<file path="src/hw/rtl/trsmc_pkg.sv">
// Shared widths, types, term indexes and helpers for the TRS matrix compose block.
package trsmc_pkg;

    localparam int QUAT_W     = 16;
    localparam int SCALE_W    = 16;
    localparam int VAL_W      = 32;
    localparam int PROD_W     = 2 * QUAT_W;
    localparam int NUM_AXES   = 3;
    localparam int NUM_TERMS  = 9;
    localparam int NUM_STAGES = 4;

    localparam int QUAT_FRAC_DEF  = 14;
    localparam int SCALE_FRAC_DEF = 8;
    localparam int OUT_FRAC_DEF   = 16;

    // Positions of the nine rotation terms, basis column by basis column.
    localparam int IDX_XAXIS_X = 0;
    localparam int IDX_XAXIS_Y = 1;
    localparam int IDX_XAXIS_Z = 2;
    localparam int IDX_YAXIS_X = 3;
    localparam int IDX_YAXIS_Y = 4;
    localparam int IDX_YAXIS_Z = 5;
    localparam int IDX_ZAXIS_X = 6;
    localparam int IDX_ZAXIS_Y = 7;
    localparam int IDX_ZAXIS_Z = 8;

    typedef logic signed [QUAT_W-1:0] quat_t;
    typedef logic signed [VAL_W-1:0]  val_t;

    typedef struct packed {
        logic signed [PROD_W-1:0] xx;
        logic signed [PROD_W-1:0] yy;
        logic signed [PROD_W-1:0] zz;
        logic signed [PROD_W-1:0] xy;
        logic signed [PROD_W-1:0] xz;
        logic signed [PROD_W-1:0] yz;
        logic signed [PROD_W-1:0] wx;
        logic signed [PROD_W-1:0] wy;
        logic signed [PROD_W-1:0] wz;
    } quat_prod_t;

    typedef struct packed {
        logic signed [SCALE_W-1:0] x;
        logic signed [SCALE_W-1:0] y;
        logic signed [SCALE_W-1:0] z;
    } scale_vec_t;

    typedef struct packed {
        logic signed [VAL_W-1:0] x;
        logic signed [VAL_W-1:0] y;
        logic signed [VAL_W-1:0] z;
    } val_vec_t;

    // Width of a rotation term: it must hold 1.0 at 2*qf fraction bits and
    // twice a sum of two full-range quaternion products, plus a sign bit.
    function automatic int term_width(input int qf);
        int w;
        begin
            w = 2 * qf + 3;
            term_width = (w > 35) ? w : 35;
        end
    endfunction

endpackage

</file>
<file path="src/hw/rtl/trsmc_round_sat.sv">
// Fourth pipeline stage: round to the output format, saturate, and hold the output word.
module trsmc_round_sat
    import trsmc_pkg::*;
#(
    parameter int QUAT_FRAC_BITS  = QUAT_FRAC_DEF,
    parameter int SCALE_FRAC_BITS = SCALE_FRAC_DEF,
    parameter int OUT_FRAC_BITS   = OUT_FRAC_DEF
)
(
    input  logic                                                   clk,
    input  logic                                                   en,
    input  logic signed [term_width(QUAT_FRAC_BITS)+SCALE_W-1:0]   prod [NUM_TERMS],
    input  val_vec_t                                               trans_in,
    output val_t                                                   res_reg [NUM_TERMS],
    output val_vec_t                                               trans_reg
);

    localparam int TW = term_width(QUAT_FRAC_BITS);
    localparam int PW = TW + SCALE_W;
    localparam int SH = 2 * QUAT_FRAC_BITS + SCALE_FRAC_BITS - OUT_FRAC_BITS;

    val_t res_next [NUM_TERMS];

    for (genvar i = 0; i < NUM_TERMS; i++)
    begin : g_term
        logic            neg;
        logic [PW-1:0]   mag;
        logic [PW:0]     lim;
        logic [VAL_W-1:0] mag_out;

        assign neg = prod[i] < 0;
        assign mag = neg ? PW'(-prod[i]) : PW'(prod[i]);
        // The largest magnitude is 2^31 for negative results and 2^31-1 otherwise.
        assign lim = {{(PW + 1 - VAL_W){1'b0}}, neg, {(VAL_W - 1){~neg}}};

        if (SH > 0)
        begin : g_rnd
            logic [PW:0] rnd;
            logic [PW:0] shd;

            // Round half away from zero on the magnitude.
            assign rnd     = {1'b0, mag} + ((PW + 1)'(1) << (SH - 1));
            assign shd     = rnd >> SH;
            assign mag_out = (shd > lim) ? lim[VAL_W-1:0] : shd[VAL_W-1:0];
        end
        else
        begin : g_lsh
            localparam int K = -SH;

            assign mag_out = ({1'b0, mag} > (lim >> K)) ? lim[VAL_W-1:0]
                                                         : VAL_W'(mag << K);
        end

        assign res_next[i] = neg ? -mag_out : mag_out;
    end

    always_ff @(posedge clk)
    begin
        if (en)
        begin
            res_reg   <= res_next;
            trans_reg <= trans_in;
        end
    end

endmodule

</file>
<file path="config.mk">
export PLATFORM = sky130hd
export DESIGN_NAME = trsmc_round_sat
export DESIGN_NICKNAME = d
export VERILOG_FILES = /design/src/hw/rtl/trsmc_pkg.sv /design/src/hw/rtl/trsmc_round_sat.sv
export SDC_FILE = /design/constraint.sdc
export NUM_CORES = 1
export LEC_CHECK = 0
export CAP_MARGIN = 10
export CORE_MARGIN = 5
export CORE_UTILIZATION = 37
export DETAILED_ROUTE_END_ITERATION = 6
export DONT_BUFFER_PORTS = 1
export PLACE_DENSITY = 0.62
export SETUP_SLACK_MARGIN = 0.05
export SYNTH_ARGS = -nofsm -noshare
export SYNTH_HDL_FRONTEND = slang
export SYNTH_SLANG_ARGS = --single-unit
</file>
<file path="constraint.sdc">
create_clock -name clk -period 22.7 [get_ports clk]
set_input_delay 3.405 -clock clk [delete_from_list [all_inputs] [get_ports clk]]
set_output_delay 3.405 -clock clk [all_outputs]
set_load 0.05 [all_outputs]
</file>
## Word-level counts from Yosys, hierarchy flattened

Cells that the tools add are included.

| storage, ports and cells | value |
|---|---|
| register bits after elaboration | 384 |
| bits of input ports | 557 |
| output and inout port bits | 384 |
| word-level logic and storage cells | 93 |

| cells by class | value |
|---|---|
| add/sub/neg operators | 27 |
| order comparisons | 18 |
| mux-type cells | 27 |
| bitwise logic cells | 9 |

Operators with widths:

| kind | count |
|---|---|
| $mux W32 | 18 |
| $add A51 B20 Y52 const B | 9 |
| $lt A51 B1 Y1 const B | 9 |
| $mux W51 | 9 |
| $neg A51 Y51 | 9 |
| $gt A32 B32 Y1 | 9 |
| $neg A32 Y32 | 9 |
| $not A1 Y1 | 9 |

## Logic depth before layout (Yosys ltp)

| depth | value |
|---|---|
| depth in word-level cells | 7 |
| mapped depth | 40 |

## Least setup slack after synthesis

OpenSTA, ideal clock, no wires.

| path | value |
|---|---|
| path kind | input port to flip-flop |
| from | in prod[152] (netlist bit) |
| to | reg res_reg[88] (netlist bit) (data pin) |
| library setup time | 257 ps |
| arrival time | 12322 ps |
| slack | 10122 ps |
| cell stages on the path | 40 |
| cell sequence | clkbuf_1 buf_1 clkbuf_1 clkbuf_1 clkbuf_1 clkbuf_1 buf_1 clkbuf_1 buf_1 o21ai_0 xnor2_1 ha_1 nand2_1 or3_1 o21ai_0 nand3_1 or4b_2 o221a_2 [4 not listed] a21o_1 a21oi_1 o21ai_0 or2_2 o311ai_0 clkbuf_1 clkbuf_1 nor2_1 a21o_1 inv_1 ha_1 inv_1 a21oi_1 o2111ai_1 nor3_2 nand3_1 o21a_1 o22a_1 |

RTL lines:

| element | RTL line | text |
|---|---|---|
| from (decl) | trsmc_round_sat.sv:12 | `input logic signed [term_width(QUAT_FRAC_BITS)+SCALE_W-1:0] prod [NUM_TERMS],` |
| to (signal assigned) | trsmc_round_sat.sv:61 | `res_reg <= res_next;` |
| to (decl) | trsmc_round_sat.sv:14 | `output val_t res_reg [NUM_TERMS],` |

==> impl_metrics.csv <==
group,metric,value,unit
clocking,clock-sinks,384,
finish,drive_gt1_share,5.40,%
die,dieArea,136000,um^2
drt,drc,0,
clocking,cts_root_buf,"clkbuf_16",
power_and_ir_drop,peakVddDrop,0.0562,mV
power_and_ir_drop,powerDensity,58.9,nW/um^2
clocking,cts_tree,"built",
grt,grt.total_usage,22.9,%
synth,synth_common_cells,"525 x nor2_1, 444 x nand2_1, 384 x edfxtp_1",
critical_path,slowest_stage,"nand3_1",
run_status,outcome,"finished clean",
synth,ys_types,128,
critical_path,arrival,12.79,ns
synth,ys.flop_type,"edfxtp_1",
critical_path,cpPeakStageDelay,1.01,ns
clocking,cts_setup_buffers,0,
clocking,cts_hold_buf,0,
drt,drtAntennaViolNets,0,
timing,rsz0062_at_grt,"false",
timing,slew_viol_final,0,
timing,finalCriticalPeriod,12.43,ns
critical_path,crit_path_frequent_cell,"o21ai_0",
timing,setup_viol,0,
synth,syn_inst,5955,
clocking,cts_resized,0,
power_and_ir_drop,totalPowerFinal,0.00297,W
grt,antenna_found_initial,7,
finish,fin_nets,6565,
synth,seq_area_frac_synth,24.2,%
timing,slew-limit-headroom,22.6,%
synth,yosysMostFrequentCell,"nor2_1",
placed_design,io_buffers,0,
critical_path,timing.critical_path.buf_inv,1,
drt,drt_pass1_iterations,6,
synth,ys_top_cells_by_area,"edfxtp_1 24%, ha_1 8.0%, xnor2_1 5.4%, nor2_1 4.1%, a21oi_1 4.0%",
die,die_w,369,um
synth,ys_warn_count,0,
die,start_util,37.3,%
critical_path,crit_required,23.06,ns
die,rows,131,
critical_path,critPathMaxFanout,39,
clocking,cts_htree_levels,2,
grt,gr-total-overflow,0,
finish,largest_reg_flops,288,
drt,vias,46800,
grt,met2_usage,36.5,%
drt,viasPerCell,6.32,
drt,post_drt_wl_per_cell,22.5,um
timing,fin_crit_sh,54.8,%
critical_path,critical-path-top-delay-family,"simple AND/OR/NAND/NOR gates",
critical_path,cp-end-kind,"flip-flop",
flow_run,max_cap_viol_count,0,
synth,synth_top_area_cell,"edfxtp_1",
grt,grt_pass1_wl,252,mm
die,core,128000,um^2
synth,synth_top_area_share,24.2,%
synth,async_flop_share,0,%
synth,ys_ff_latch,384,
synth,synth_edf_count,384,
die,dieHeight,369,um
critical_path,cp-start-kind,"input pin",
clocking,cts_max_path_buffers,3,
grt,met1_usage,31.1,%
timing,finalHoldViolCount,0,
grt,grt_max_degree,385,
die,ios,941,
timing,tightest_slew,1.15,ns
clocking,numCtsBuffers,51,
finish,area_delta_synth_final,5.93,%
drt,drt-total-wl,167,mm
power_and_ir_drop,leakagePower,17.9,nW
min_path,hold_class,"in -> reg",
grt,grt_busiest_layer,"met2",
synth,syn_area_per_cell,7.99,um^2
grt,grt_util_met3,5.31,%
timing,finalSetupTns,0,ns
placed_design,hpwl,130,mm
critical_path,path_class,"in -> reg",
finish,fill_cells,12800,
drt,drt_iter0_drc,3992,
grt,grt_pass1_vias,41600,
timing,fmax,0.0804,GHz
placed_design,gp_congestion,0.939,
clocking,clk_pin_slew,0.07,ns
synth,netlist_area,47600,um^2
per-layer routing:
| layer | part of all wire, % | routed length, um |
|---|---|---|
| met1 | 44 | 73200 |
| met2 | 45 | 74900 |
| met3 | 8.2 | 13600 |
| met4 | 3.1 | 5190 |
| met5 | 0.0072 | 12 |
placed cells by master (no fill, tap or decap), types with 40 or more instances in the layout:
cell type / netlist / layout
ha_1: 306 / 306
o31ai_1: 107 / 107
or2_2: 47 / 47
a31oi_1: 106 / 106
nor3_1: 220 / 220
a21o_1: 159 / 159
o21a_1: 61 / 61
and3_1: 68 / 68
o211ai_1: 44 / 44
xnor2_1: 291 / 291
nand2b_1: 65 / 65
or4_1: 57 / 57
nand2_1: 444 / 444
nand4_1: 161 / 161
nor2b_1: 43 / 43
clkbuf_16: 0 / 52
o22ai_1: 44 / 44
o31a_1: 40 / 40
and2_1: 60 / 60
or3_1: 103 / 103
nor4_1: 133 / 132
nand3_1: 184 / 184
mux2i_1: 66 / 66
o41ai_1: 50 / 50
a211oi_1: 57 / 57
xor2_1: 184 / 184
a21oi_1: 382 / 381
nor2_1: 525 / 523
edfxtp_1: 384 / 384
inv_1: 203 / 202
o21ai_0: 350 / 350
final timing paths:
path                                   to          from  slack, ns  cells past startpoint
hold / removal    trans_reg[77]$_DFFE_PP_  trans_in[77]       2.84                      0
setup / recovery    res_reg[93]$_DFFE_PP_     prod[116]      10.27                     27
where the power goes:
part | internal (W) | switching (W)
Combinational | 0.000324 | 0.000508
Sequential | 0.000905 | 0.000376
Clock | 0.000506 | 0.000349
stage by stage:
stage	instances	utilization, %	setup slack (ns)	instance area (um^2)	hold WS [ns]
after global routing	7407	39.5	9.61	50400	2.78
final	7409	39.5	10.27	50400	2.84
after CTS	7407	39.5	10.53	50400	2.77
after global placement	7311	38.1	9.99	48700	3.50
after detailed placement	7311	38.1	9.85	48700	3.50
after floorplan	5963	-	10.12	47600	3.50
layout make-up:
type	instances	area [um^2]	share of cell area, %
clock inverters	37	435	0.864
repair buffers	38	285	0.566
diodes	2	5.00	0.00993
flip-flops and latches	384	11500	22.9
well taps	1662	2080	4.12
multi-input cells	5021	34000	67.4
inverters	206	773	1.53
clock buffers	59	1330	2.63
logic make-up (layout without fill, tap and decap cells):
| kind of cell | Yosys count | in the layout | share of synthesized area, % |
|---|---|---|---|
| AND/OR/NAND/NOR | 2303 | 2303 | 25.6 |
| AO/OA/AOI/OAI | 1842 | 1842 | 27.0 |
| buffers and inverters | 558 | 340 | 4.51 |
| XOR/XNOR | 478 | 478 | 8.84 |
| flip-flops | 384 | 384 | 24.2 |
| adder cells (fa/ha/maj) | 310 | 310 | 8.13 |
| multiplexers | 79 | 79 | 1.70 |
| other | 1 | 11 | 0.00788 |
(Power assumes the default switching activity.)
