## src/hw/rtl/trsmc_pkg.sv

```systemverilog
// Shared widths, types, term indexes and helpers for the TRS matrix compose block.
package trsmc_pkg;

    localparam int QUAT_W     = 16;
    localparam int SCALE_W    = 16;
    localparam int VAL_W      = 32;
    localparam int PROD_W     = 2 * QUAT_W;
    localparam int NUM_AXES   = 3;
    localparam int NUM_TERMS  = 9;
    localparam int NUM_STAGES = 4;

    localparam int QUAT_FRAC_DEF  = 14;
    localparam int SCALE_FRAC_DEF = 8;
    localparam int OUT_FRAC_DEF   = 16;

    // Positions of the nine rotation terms, basis column by basis column.
    localparam int IDX_XAXIS_X = 0;
    localparam int IDX_XAXIS_Y = 1;
    localparam int IDX_XAXIS_Z = 2;
    localparam int IDX_YAXIS_X = 3;
    localparam int IDX_YAXIS_Y = 4;
    localparam int IDX_YAXIS_Z = 5;
    localparam int IDX_ZAXIS_X = 6;
    localparam int IDX_ZAXIS_Y = 7;
    localparam int IDX_ZAXIS_Z = 8;

    typedef logic signed [QUAT_W-1:0] quat_t;
    typedef logic signed [VAL_W-1:0]  val_t;

    typedef struct packed {
        logic signed [PROD_W-1:0] xx;
        logic signed [PROD_W-1:0] yy;
        logic signed [PROD_W-1:0] zz;
        logic signed [PROD_W-1:0] xy;
        logic signed [PROD_W-1:0] xz;
        logic signed [PROD_W-1:0] yz;
        logic signed [PROD_W-1:0] wx;
        logic signed [PROD_W-1:0] wy;
        logic signed [PROD_W-1:0] wz;
    } quat_prod_t;

    typedef struct packed {
        logic signed [SCALE_W-1:0] x;
        logic signed [SCALE_W-1:0] y;
        logic signed [SCALE_W-1:0] z;
    } scale_vec_t;

    typedef struct packed {
        logic signed [VAL_W-1:0] x;
        logic signed [VAL_W-1:0] y;
        logic signed [VAL_W-1:0] z;
    } val_vec_t;

    // Width of a rotation term: it must hold 1.0 at 2*qf fraction bits and
    // twice a sum of two full-range quaternion products, plus a sign bit.
    function automatic int term_width(input int qf);
        int w;
        begin
            w = 2 * qf + 3;
            term_width = (w > 35) ? w : 35;
        end
    endfunction

endpackage

```

## src/hw/rtl/trsmc_term.sv

```systemverilog
// Second pipeline stage: the nine rotation terms from the quaternion products.
module trsmc_term
    import trsmc_pkg::*;
#(
    parameter int QUAT_FRAC_BITS = QUAT_FRAC_DEF
)
(
    input  logic                                           clk,
    input  logic                                           en,
    input  quat_prod_t                                     prod,
    input  scale_vec_t                                     scale_in,
    input  val_vec_t                                       trans_in,
    output logic signed [term_width(QUAT_FRAC_BITS)-1:0]   term_reg [NUM_TERMS],
    output scale_vec_t                                     scale_reg,
    output val_vec_t                                       trans_reg
);

    localparam int TW = term_width(QUAT_FRAC_BITS);

    logic signed [TW-1:0] one;
    logic signed [TW-1:0] e_xx, e_yy, e_zz, e_xy, e_xz, e_yz, e_wx, e_wy, e_wz;
    logic signed [TW-1:0] term_next [NUM_TERMS];

    assign one  = TW'(1) <<< (2 * QUAT_FRAC_BITS);
    assign e_xx = TW'(prod.xx);
    assign e_yy = TW'(prod.yy);
    assign e_zz = TW'(prod.zz);
    assign e_xy = TW'(prod.xy);
    assign e_xz = TW'(prod.xz);
    assign e_yz = TW'(prod.yz);
    assign e_wx = TW'(prod.wx);
    assign e_wy = TW'(prod.wy);
    assign e_wz = TW'(prod.wz);

    always_comb
    begin
        term_next[IDX_XAXIS_X] = one - ((e_yy + e_zz) <<< 1);
        term_next[IDX_XAXIS_Y] = (e_xy + e_wz) <<< 1;
        term_next[IDX_XAXIS_Z] = (e_xz - e_wy) <<< 1;
        term_next[IDX_YAXIS_X] = (e_xy - e_wz) <<< 1;
        term_next[IDX_YAXIS_Y] = one - ((e_xx + e_zz) <<< 1);
        term_next[IDX_YAXIS_Z] = (e_yz + e_wx) <<< 1;
        term_next[IDX_ZAXIS_X] = (e_xz + e_wy) <<< 1;
        term_next[IDX_ZAXIS_Y] = (e_yz - e_wx) <<< 1;
        term_next[IDX_ZAXIS_Z] = one - ((e_xx + e_yy) <<< 1);
    end

    always_ff @(posedge clk)
    begin
        if (en)
        begin
            term_reg  <= term_next;
            scale_reg <= scale_in;
            trans_reg <= trans_in;
        end
    end

endmodule

```

## config.mk

```make
export PLATFORM = sky130hd
export DESIGN_NAME = trsmc_term
export DESIGN_NICKNAME = d
export VERILOG_FILES = /design/src/hw/rtl/trsmc_pkg.sv /design/src/hw/rtl/trsmc_term.sv
export SDC_FILE = /design/constraint.sdc
export NUM_CORES = 1
export LEC_CHECK = 0
export ABC_AREA = 1
export BUFFER_PORTS_ARGS = -buffer_cell sky130_fd_sc_hd__buf_2
export CAP_MARGIN = 20
export CORE_AREA = 2 2 489 297
export CTS_CLUSTER_DIAMETER = 150
export DETAILED_ROUTE_END_ITERATION = 7
export DIE_AREA = 0 0 491 299
export PLACE_DENSITY_LB_ADDON = 0.12
export SLEW_MARGIN = 20
export SYNTH_ARGS = -nofsm -noshare
export SYNTH_HDL_FRONTEND = slang
export SYNTH_SLANG_ARGS = --single-unit
export TNS_END_PERCENT = 50
```

## constraint.sdc

```tcl
create_clock -name clk -period 2.5 [get_ports clk]
set_input_delay 0.25 -clock clk [delete_from_list [all_inputs] [get_ports clk]]
set_output_delay 0.25 -clock clk [all_outputs]
set_load 0.02 [all_outputs]
```

Word-level counts from Yosys, hierarchy flattened
Index checks and enable logic that the tools add are counted.

operators by class
  add/sub/neg operators = 12

operator list
  cell                    count
  $add 32x32->33          6
  $sub 30x34->35 const A  3
  $sub 32x32->33          3

word-level totals
  flip-flop bits (word level) = 453
  bits of input ports = 434

Longest topological paths before layout
Gate-level depths: netlist of run 1.

  depth in word-level cells = 2
  depth in mapped cells = 22

Worst setup path before layout of run 1
OpenSTA, ideal clock, no wires.

  path kind = input-to-reg
  start point = in prod[192] (netlist bit)
  end point = reg term_reg[166] (netlist bit) (data pin)
  required time = 2.243 ns
  cell stages on the path = 18
  path slack = -0.072 ns
  arrival = 2.315 ns
  library setup time = 0.257 ns
  cell sequence = ha_1 > inv_1 > fa_1 > inv_1 > nand2_1 > nand2_2 > nand2_1 > nand2_1 > nand2_1 > nor2_2 > nand3_2 > nor2_4 > nand3_2 > nor2_4 > nand3_1 > inv_2 > nand2_1 > xor2_1

RTL lines
  what                  line              RTL
  start, declared       trsmc_term.sv:10  input quat_prod_t prod,
  end signal, assigned  trsmc_term.sv:52  term_reg <= term_next;
  end, declared         trsmc_term.sv:13  output logic signed [term_width(QUAT_FRAC_BITS)-1:0] term_reg [NUM_TERMS],

==> impl_metrics.ini, run 1 <==
[cts]
cts.sinks = 441
clkTransAtPathRegs_ns = 0.06
clock_path_buffers = 3
htreeDepth = 2
clockRootBuffer = clkbuf_16
cts_tree = built
cts-buffers-inserted = 51

[setup_path]
crit_chain = buf_2 -> inv_1 -> ha_1 -> nand3b_1 -> nand2_1 -> a21oi_1 -> o21ai_0 -> a21boi_1 -> o21ai_0 -> xor2_1
cp.required_ns = 2.86
critPathMaxStageDelay_ns = 0.54
crit_type = in -> reg
end_kind = register
critPathLaunchType = input pin
critPathMaxFanout = 5
crit_top_cell = o21ai_0
arrival_ns = 2.77
cpMaxStageDelayCell = o21ai_0

[finish]
multi_input_area_sq_um = 18770
regArea_sq_um = 13240
drive_gt1_frac = 0.3170
largest_reg_flops = 297
area_growth_pct = 49.99
fillers = 15278
layout_common_cells = nand2_1 (1200), buf_4 (968), buf_2 (882)
fin_area_sq_um = 53070
final_common_cell = nand2_1
nets = 7416

[detailed_routing]
drt_iter0_drc = 3024
via_per_inst = 4.389
wl_microns = 167900
vias = 38015
drt_pass1_iterations = 6
wl_per_cell_microns = 19.38
drc = 0
postRouteAntennaNets = 0

[placement]
pre_cts_ws_ns = -0.7658
port_buffers = 883
placed_area_sq_um = 49570
dp_hpwl_microns = 145800
place_congestion = 0.9579

[min_path]
hold_class = in -> reg
worstHoldStart = prod[64]
hold_end = term_reg[36]$_DFFE_PP_
whs_path_depth = 4

[synthesis]
yosys_register_bits = 441
synthArstFlopShare = 0
avgSynthCellArea_sq_um = 7.553
yosys_warnings = 0
synthCells = 4684
yosysSeqAreaShare = 0.3743
yosys_most_used_dff = edfxtp_1
synth_edf_count = 441
synth.distinct_cells = 41
synthesis.area_sq_um = 35380

[floorplan]
die_x_microns = 491
start_util = 0.2475
rows = 108
die_area_sq_um = 146800
pin_count = 893
dieHeight_microns = 299
coreArea_sq_um = 143000

[timing]
setup_viol = 0
slew_viol_final = 0
maxSlewHeadroom = 0.5404
finalCriticalPeriod_ns = 2.413
tightest_slew_ns = 0.6821
max_freq_ghz = 0.4144
worst_slack_ns = 0.08702
rsz0062_at_grt = true
finalCritPeriodShare = 0.9652
finalHoldViolations = 0

[run]
cap_violations = 0

[power_and_ir_drop]
power_density_nw_per_um2 = 568.1
p_leak_nw = 27.04
peakVddDrop_uv = 573.6

[global_routing]
track_usage = 0.2188
grt_pass1_wl_microns = 237500
antenna_found_initial = 35
gr-total-overflow = 0
grt_max_degree = 51
grt_pass1_vias = 35834

[status]
status = finished, final reports clean
power breakdown:
group	internal, mW	total [mW]	leakage (nW)	switching [mW]
Sequential	9.46	9.81	4.31	0.350
Clock	4.42	7.89	0.827	3.47
Combinational	4.91	12.4	21.9	7.54
Total	18.8	30.1	27.0	11.4
cells in the mapped netlist (all sizes together) (6+ instances only):
library cell	instances	area [sq um]
nand2	1259	4808
inv	884	3318
nor2	490	1969
edfxtp	441	13240
ha	291	3641
a21oi	255	1284
xor2	234	2049
nand3	226	1186
o21ai	168	844.6
o21bai	70	525.5
nor3	54	290.3
clkbuf	49	183.9
nand4	42	262.8
buf	35	220.2
xnor2	30	277.8
nand3b	24	180.2
a221oi	22	192.7
a21boi	18	135.1
o21a	16	120.1
and2	14	87.58
nor4	12	75.07
a21o	11	82.58
a31oi	10	62.56
fa	9	180.2
o2111ai	6	52.55
o211ai	6	45.04
routing by layer:
metal	global-route usage	part of all wire	vias up
met1	0.3358	0.50	17679
met4	0.04374	0.018	8
met3	0.05627	0.083	148
li1	-	-	18994
met2	0.3025	0.40	1186
met5	0	0.00029	-
cell type report:
| class | instances | area share |
|---|---|---|
| antenna | 14 | 0.0006602 |
| clock buffer | 57 | 0.02447 |
| clock inverter | 37 | 0.007616 |
| inverter | 884 | 0.06253 |
| multi-input combinational | 3283 | 0.3538 |
| sequential | 441 | 0.2496 |
| tap | 1925 | 0.04539 |
| timing repair buffer | 2021 | 0.2560 |
stage by stage:
| step | hold slack, ns | TNS (ns) | util | instances | power, mW |
|---|---|---|---|---|---|
| global route | 0.05064 | -0.02214 | 0.3711 | 8658 | 31.80 |
| detailed placement | 0.4281 | -58.89 | 0.3467 | 8400 | 21.99 |
| global placement | 0.4264 | -58.46 | 0.3467 | 8400 | 22.05 |
| floorplan | 0.3489 | -0.07815 | - | 4692 | 15.60 |
| CTS | 0.006932 | 0 | 0.3692 | 8644 | 30.36 |
| finish | 0.07312 | 0 | 0.3712 | 8662 | 30.15 |
worst max-delay path by stage:
stage	startpoint	to	cells after the start
after floorplan	prod[224]	term_reg[28]$_DFFE_PP_	15
after global placement	prod[192]	term_reg[314]$_DFFE_PP_	20
after detailed placement	prod[192]	term_reg[314]$_DFFE_PP_	20
after CTS	prod[192]	term_reg[314]$_DFFE_PP_	20
after global routing	prod[0]	term_reg[268]$_DFFE_PP_	16
final	prod[34]	term_reg[242]$_DFFE_PP_	10
critical path, delay by kind of cell:
family          cells  cell delay [ns]
compound gates      4             1.49
xor+xnor            1             0.17
fa+ha+maj           1             0.36
buf+inv             2             0.20
simple gates        2             0.29
timing repair:
item / in CTS / in global routing
pin swaps: 0 / 11
endpoints found under the setup margin: 1 / 49
buffers inserted: 0 / 4
hold buffers: 150 / 0
resized for setup: 1 / 67
endpoints found under the hold margin: 180 / 0
kinds of logic (layout without fill, tap and decap cells):
kind of cell | count (synthesis) | in the layout | share of synthesized area
and+or+nand+nor | 2121 | 2121 | 0.2504
buffers and inverters | 968 | 2999 | 0.1052
AOI/OAI and AO/OA | 589 | 589 | 0.09619
DFF | 441 | 441 | 0.3743
adders and majority gates | 300 | 300 | 0.1080
xor gates and xnor gates | 264 | 264 | 0.06578
other | 1 | 23 | 0.0001060
Note: power is estimated with default switching activity, not from simulation.
==> run 2, diff against run 1 <==
--- a/config.mk
+++ b/config.mk
@@ -8,10 +8,10 @@
 export ABC_AREA = 1
 export BUFFER_PORTS_ARGS = -buffer_cell sky130_fd_sc_hd__buf_2
 export CAP_MARGIN = 20
-export CORE_AREA = 2 2 489 297
+export CORE_AREA = 2 2 351 353
 export CTS_CLUSTER_DIAMETER = 150
 export DETAILED_ROUTE_END_ITERATION = 7
-export DIE_AREA = 0 0 491 299
+export DIE_AREA = 0 0 353 355
 export PLACE_DENSITY_LB_ADDON = 0.12
 export SLEW_MARGIN = 20
 export SYNTH_ARGS = -nofsm -noshare
==> impl_metrics.ini, run 2 (same netlist as run 1, synthesis figures left out) <==
[setup_path]
critPathMaxStageDelay_ns = 0.41
crit_top_cell = nand2_1
crit_family = simple AND/OR/NAND/NOR gates
critPathLaunchType = input pin
crit_type = in -> reg
cp.required_ns = 2.94
end_kind = register
critPathMaxFanout = 4
crit_chain = buf_2 -> ha_4 -> inv_1 -> fa_1 -> inv_1 -> nand2_2 -> nand2_2 -> nand2_1 -> nand2_1 -> nand2_2 -> nor2_1 -> nand2_1 -> nor2_4 -> nand3_2 -> nor2_4 -> nand2_2 -> nor2_2 -> nand2_1 -> nand3b_1 -> nand2_1
critPathBufInv = 3
cpMaxStageDelayCell = fa_1
arrival_ns = 2.76

[detailed_routing]
drt_pass1_iterations = 7
wl_microns = 148100
drt_iter0_drc = 2204
drc = 0
via_per_inst = 4.465
vias = 36621
wl_per_cell_microns = 18.06
postRouteAntennaNets = 0

[power_and_ir_drop]
finalPower_mw = 29.58
p_leak_nw = 26.29
pwr-share-seq = 0.332
p_sw_mw = 10.76
comb_power_share = 0.392
clockPowerShare = 0.276
power_density_nw_per_um2 = 576.3
peakVddDrop_uv = 600.7
p_int_mw = 18.83
swShare = 0.3636

[floorplan]
coreArea_sq_um = 121400
die_area_sq_um = 125300
start_util = 0.2914
dieHeight_microns = 355
die_x_microns = 353
rows = 128
pin_count = 893

[min_path]
whs_path_depth = 2
hold_class = in -> reg
hold_end = term_reg[281]$_DFFE_PP_
worstHoldStart = prod[192]

[cts]
clkTransAtPathRegs_ns = 0.06
htreeDepth = 2
cts.sinks = 441
cts_setup_buffers = 0
clockRootBuffer = clkbuf_16
clock_path_buffers = 3
cts-buffers-inserted = 55
cts_tree = built

[timing]
finalCriticalPeriod_ns = 2.322
rsz0062_at_grt = true
setup_viol = 0
finalCritPeriodShare = 0.9289
slew_viol_final = 0
max_freq_ghz = 0.4306
holdWs_ns = 0.07401
maxSlewHeadroom = 0.5900
tightest_slew_ns = 0.6150
finalHoldViolations = 0
fin_setup_tns_ns = 0
worst_slack_ns = 0.1776

[run]
cap_violations = 0

[global_routing]
grt_pass1_vias = 36084
track_usage = 0.2286
gr-total-overflow = 0
antenna_found_initial = 23
grt_max_degree = 44
grt_pass1_wl_microns = 218300

[placement]
port_buffers = 883
dp_hpwl_microns = 128900
place_congestion = 0.9651
dp.cells = 7955
pre_cts_ws_ns = -0.5188
placed_area_sq_um = 47980

[finish]
post-route-util = 0.4229
fin_cells = 8201
final_common_cell = nand2_1
nets = 7269
drive_gt1_frac = 0.2938
layout_common_cells = nand2_1 (1216), buf_2 (882), inv_1 (872)
fillers = 12697
fin_area_sq_um = 51340
area_growth_pct = 45.10
largest_reg_flops = 297

[status]
status = finished, final reports clean
run 2: area by class of cell:
| cell class | count | area [sq um] | share of cell area |
|---|---|---|---|
| Antenna cell | 3 | 7.507 | 0.0001462 |
| Clock buffer | 67 | 1421 | 0.02769 |
| Clock inverter | 28 | 405.4 | 0.007897 |
| Inverter | 884 | 3318 | 0.06464 |
| Multi-Input combinational cell | 3283 | 18600 | 0.3623 |
| Sequential cell | 441 | 13240 | 0.2580 |
| Tap cell | 1625 | 2033 | 0.03961 |
| Timing Repair Buffer | 1870 | 12310 | 0.2398 |
run 2: worst max path at each step:
stage / start / end / slack (ns) / cells past startpoint
finish: prod[192] / term_reg[173]$_DFFE_PP_ / 0.18 / 20
CTS: prod[224] / term_reg[307]$_DFFE_PP_ / 0.18 / 16
floorplan: prod[224] / term_reg[28]$_DFFE_PP_ / -0.03 / 15
detailed placement: prod[224] / term_reg[314]$_DFFE_PP_ / -0.52 / 20
global placement: prod[224] / term_reg[307]$_DFFE_PP_ / -0.51 / 16
global route: prod[256] / term_reg[173]$_DFFE_PP_ / -0.02 / 20
run 2: layer usage:
| metal | up-vias | GRT usage | part of all wire |
|---|---|---|---|
| met3 | 167 | 0.04241 | 0.063 |
| li1 | 18669 | - | - |
| met1 | 16694 | 0.2866 | 0.43 |
| met5 | - | 0 | 0.00068 |
| met4 | 16 | 0.05200 | 0.022 |
| met2 | 1075 | 0.4057 | 0.49 |
run 2: what timing repair did:
action / in CTS / in global routing
hold endpoints to repair: 148 / 0
resized for setup: 0 / 11
setup endpoints to repair: 0 / 14
hold buffers: 148 / 0
run 2: power groups by stage:
stage	logic, mW	registers (mW)	clock network, mW
CTS	11.7	9.84	8.44
global placement	11.4	9.98	0
detailed placement	11.4	9.98	0
floorplan	4.41	11.2	0
global route	12.7	9.91	8.69
finish	11.6	9.82	8.16
==> run 3, diff against run 2 <==
--- a/config.mk
+++ b/config.mk
@@ -8,10 +8,10 @@
 export ABC_AREA = 1
 export BUFFER_PORTS_ARGS = -buffer_cell sky130_fd_sc_hd__buf_2
 export CAP_MARGIN = 20
-export CORE_AREA = 2 2 351 353
+export CORE_AREA = 10 10 339 341
 export CTS_CLUSTER_DIAMETER = 150
 export DETAILED_ROUTE_END_ITERATION = 7
-export DIE_AREA = 0 0 353 355
+export DIE_AREA = 0 0 349 351
 export PLACE_DENSITY_LB_ADDON = 0.12
 export SLEW_MARGIN = 20
 export SYNTH_ARGS = -nofsm -noshare
==> impl_metrics.ini, run 3 (same netlist as run 1, synthesis figures left out) <==
[status]
status = finished, final reports clean

[floorplan]
rows = 121
coreArea_sq_um = 108100
die_area_sq_um = 122500
start_util = 0.3273
pin_count = 893
dieHeight_microns = 351
die_x_microns = 349

[detailed_routing]
drt_pass1_iterations = 6
via_per_inst = 4.564
drt_iter0_drc = 2128
wl_per_cell_microns = 18.44
drc = 0
vias = 36198
wl_microns = 146200
postRouteAntennaNets = 0

[finish]
largest_reg_flops = 297
fin_cells = 7932
post-route-util = 0.4680
drive_gt1_frac = 0.2886
area_growth_pct = 42.98
nets = 7203
final_common_cell = nand2_1
layout_common_cells = nand2_1 (1215), buf_2 (882), inv_1 (872)

[setup_path]
critPathLaunchType = input pin
crit_chain = buf_2 -> ha_4 -> inv_1 -> fa_1 -> inv_1 -> nand2_2 -> nand2_4 -> nand2_1 -> nand2_1 -> nand2_2 -> nor2_1 -> nand2_1 -> nor2_4 -> nand3_2 -> nor2_4 -> nand2_2 -> nor2_1 -> xnor2_1 -> inv_1
cpMaxStageDelayCell = fa_1
critPathMaxFanout = 4
crit_type = in -> reg
crit_family = simple AND/OR/NAND/NOR gates
arrival_ns = 2.70
cp.required_ns = 2.88
critPathBufInv = 4
end_kind = register
critPathMaxStageDelay_ns = 0.42

[timing]
max_freq_ghz = 0.4317
tightest_slew_ns = 0.8095
maxSlewHeadroom = 0.4555
finalCritPeriodShare = 0.9265
worst_slack_ns = 0.1838
finalHoldViolations = 0
finalCriticalPeriod_ns = 2.316
slew_viol_final = 0
setup_viol = 0

[power_and_ir_drop]
power_density_nw_per_um2 = 577.8
p_leak_nw = 25.98
swShare = 0.3641
pwr-share-seq = 0.336
p_int_mw = 18.59
peakVddDrop_uv = 531.4
clockPowerShare = 0.274
p_sw_mw = 10.64
comb_power_share = 0.390
finalPower_mw = 29.23

[global_routing]
antenna_found_initial = 24
track_usage = 0.2287
grt_pass1_wl_microns = 215100
grt_max_degree = 65
grt_pass1_vias = 36352
gr-total-overflow = 0

[cts]
cts_tree = built
htreeDepth = 2
cts-buffers-inserted = 53
clock_path_buffers = 3
clkTransAtPathRegs_ns = 0.06
clockRootBuffer = clkbuf_16
cts.sinks = 441

[placement]
dp_hpwl_microns = 127200
port_buffers = 883
dp.cells = 7680
pre_cts_ws_ns = -0.5158
place_congestion = 0.9864

[min_path]
whs_path_depth = 2
worstHoldStart = prod[192]
hold_class = in -> reg
hold_end = term_reg[281]$_DFFE_PP_

[run]
cap_violations = 0
==> run 3: cell types whose count changed in the layout (fill, tap and decap cells not counted), sizes merged <==
cell / previous run / this run
clkinv: 13 / 22
diode: 3 / 7
clkbuf: 67 / 57
clkinvlp: 2 / 4
buf: 1722 / 1659
dlygate4sd3: 148 / 147
inv: 890 / 891
==> run 3: how the worst max path moves through the flow <==
stage | slack, ns | cells after the start | to | from
6_report | 0.18 | 19 | term_reg[167]$_DFFE_PP_ | prod[256]
5_1_grt | -0.01 | 20 | term_reg[173]$_DFFE_PP_ | prod[256]
4_1_cts | 0.17 | 20 | term_reg[307]$_DFFE_PP_ | prod[224]
3_5_place_dp | -0.52 | 20 | term_reg[307]$_DFFE_PP_ | prod[224]
3_3_place_gp | -0.50 | 19 | term_reg[312]$_DFFE_PP_ | prod[224]
2_1_floorplan | -0.03 | 15 | term_reg[28]$_DFFE_PP_ | prod[224]
==> run 3: what timing repair did <==
item | CTS | global route
setup buffers | 0 | 1
gates resized for setup | 0 | 14
hold endpoints to repair | 147 | 0
setup endpoints to repair | 0 | 20
hold buffers | 147 | 0
==> run 3: final cells by class <==
cell class | count | area, sq um
fillers | 10915 | 57510
diodes | 7 | 17.52
well taps | 1414 | 1769
flip-flops and latches | 441 | 13240
inverters | 884 | 3318
clock buffers | 57 | 1341
clock inverters | 40 | 484.2
repair buffers | 1806 | 11810
multi-input cells | 3283 | 18600
==> run 3: layer usage <==
metal	vias to the layer above	global-route usage	share of wire
met5	-	0	0.0012
met4	24	0.07037	0.032
met3	200	0.05705	0.074
met2	1064	0.4055	0.49
met1	16368	0.2696	0.41
li1	18542	-	-
==> run 3: metrics by stage <==
step                      area (sq um)  hold WS, ns   TNS, ns
final                            50590      0.05044         0
after floorplan                  35530       0.3489  -0.07815
after global placement           47230       0.4259    -32.95
after global routing             50580      0.03175  -0.01881
after CTS                        50520      0.01768         0
after detailed placement         47230       0.4281    -34.99
==> run 3: power by group through the flow <==
stage / Clock, mW / Sequential (mW) / Combinational (mW)
floorplan: 0 / 11.2 / 4.41
global placement: 0 / 9.95 / 11.2
detailed placement: 0 / 9.98 / 11.2
CTS: 8.32 / 9.83 / 11.4
global route: 8.57 / 9.91 / 12.4
finish: 8.02 / 9.81 / 11.4
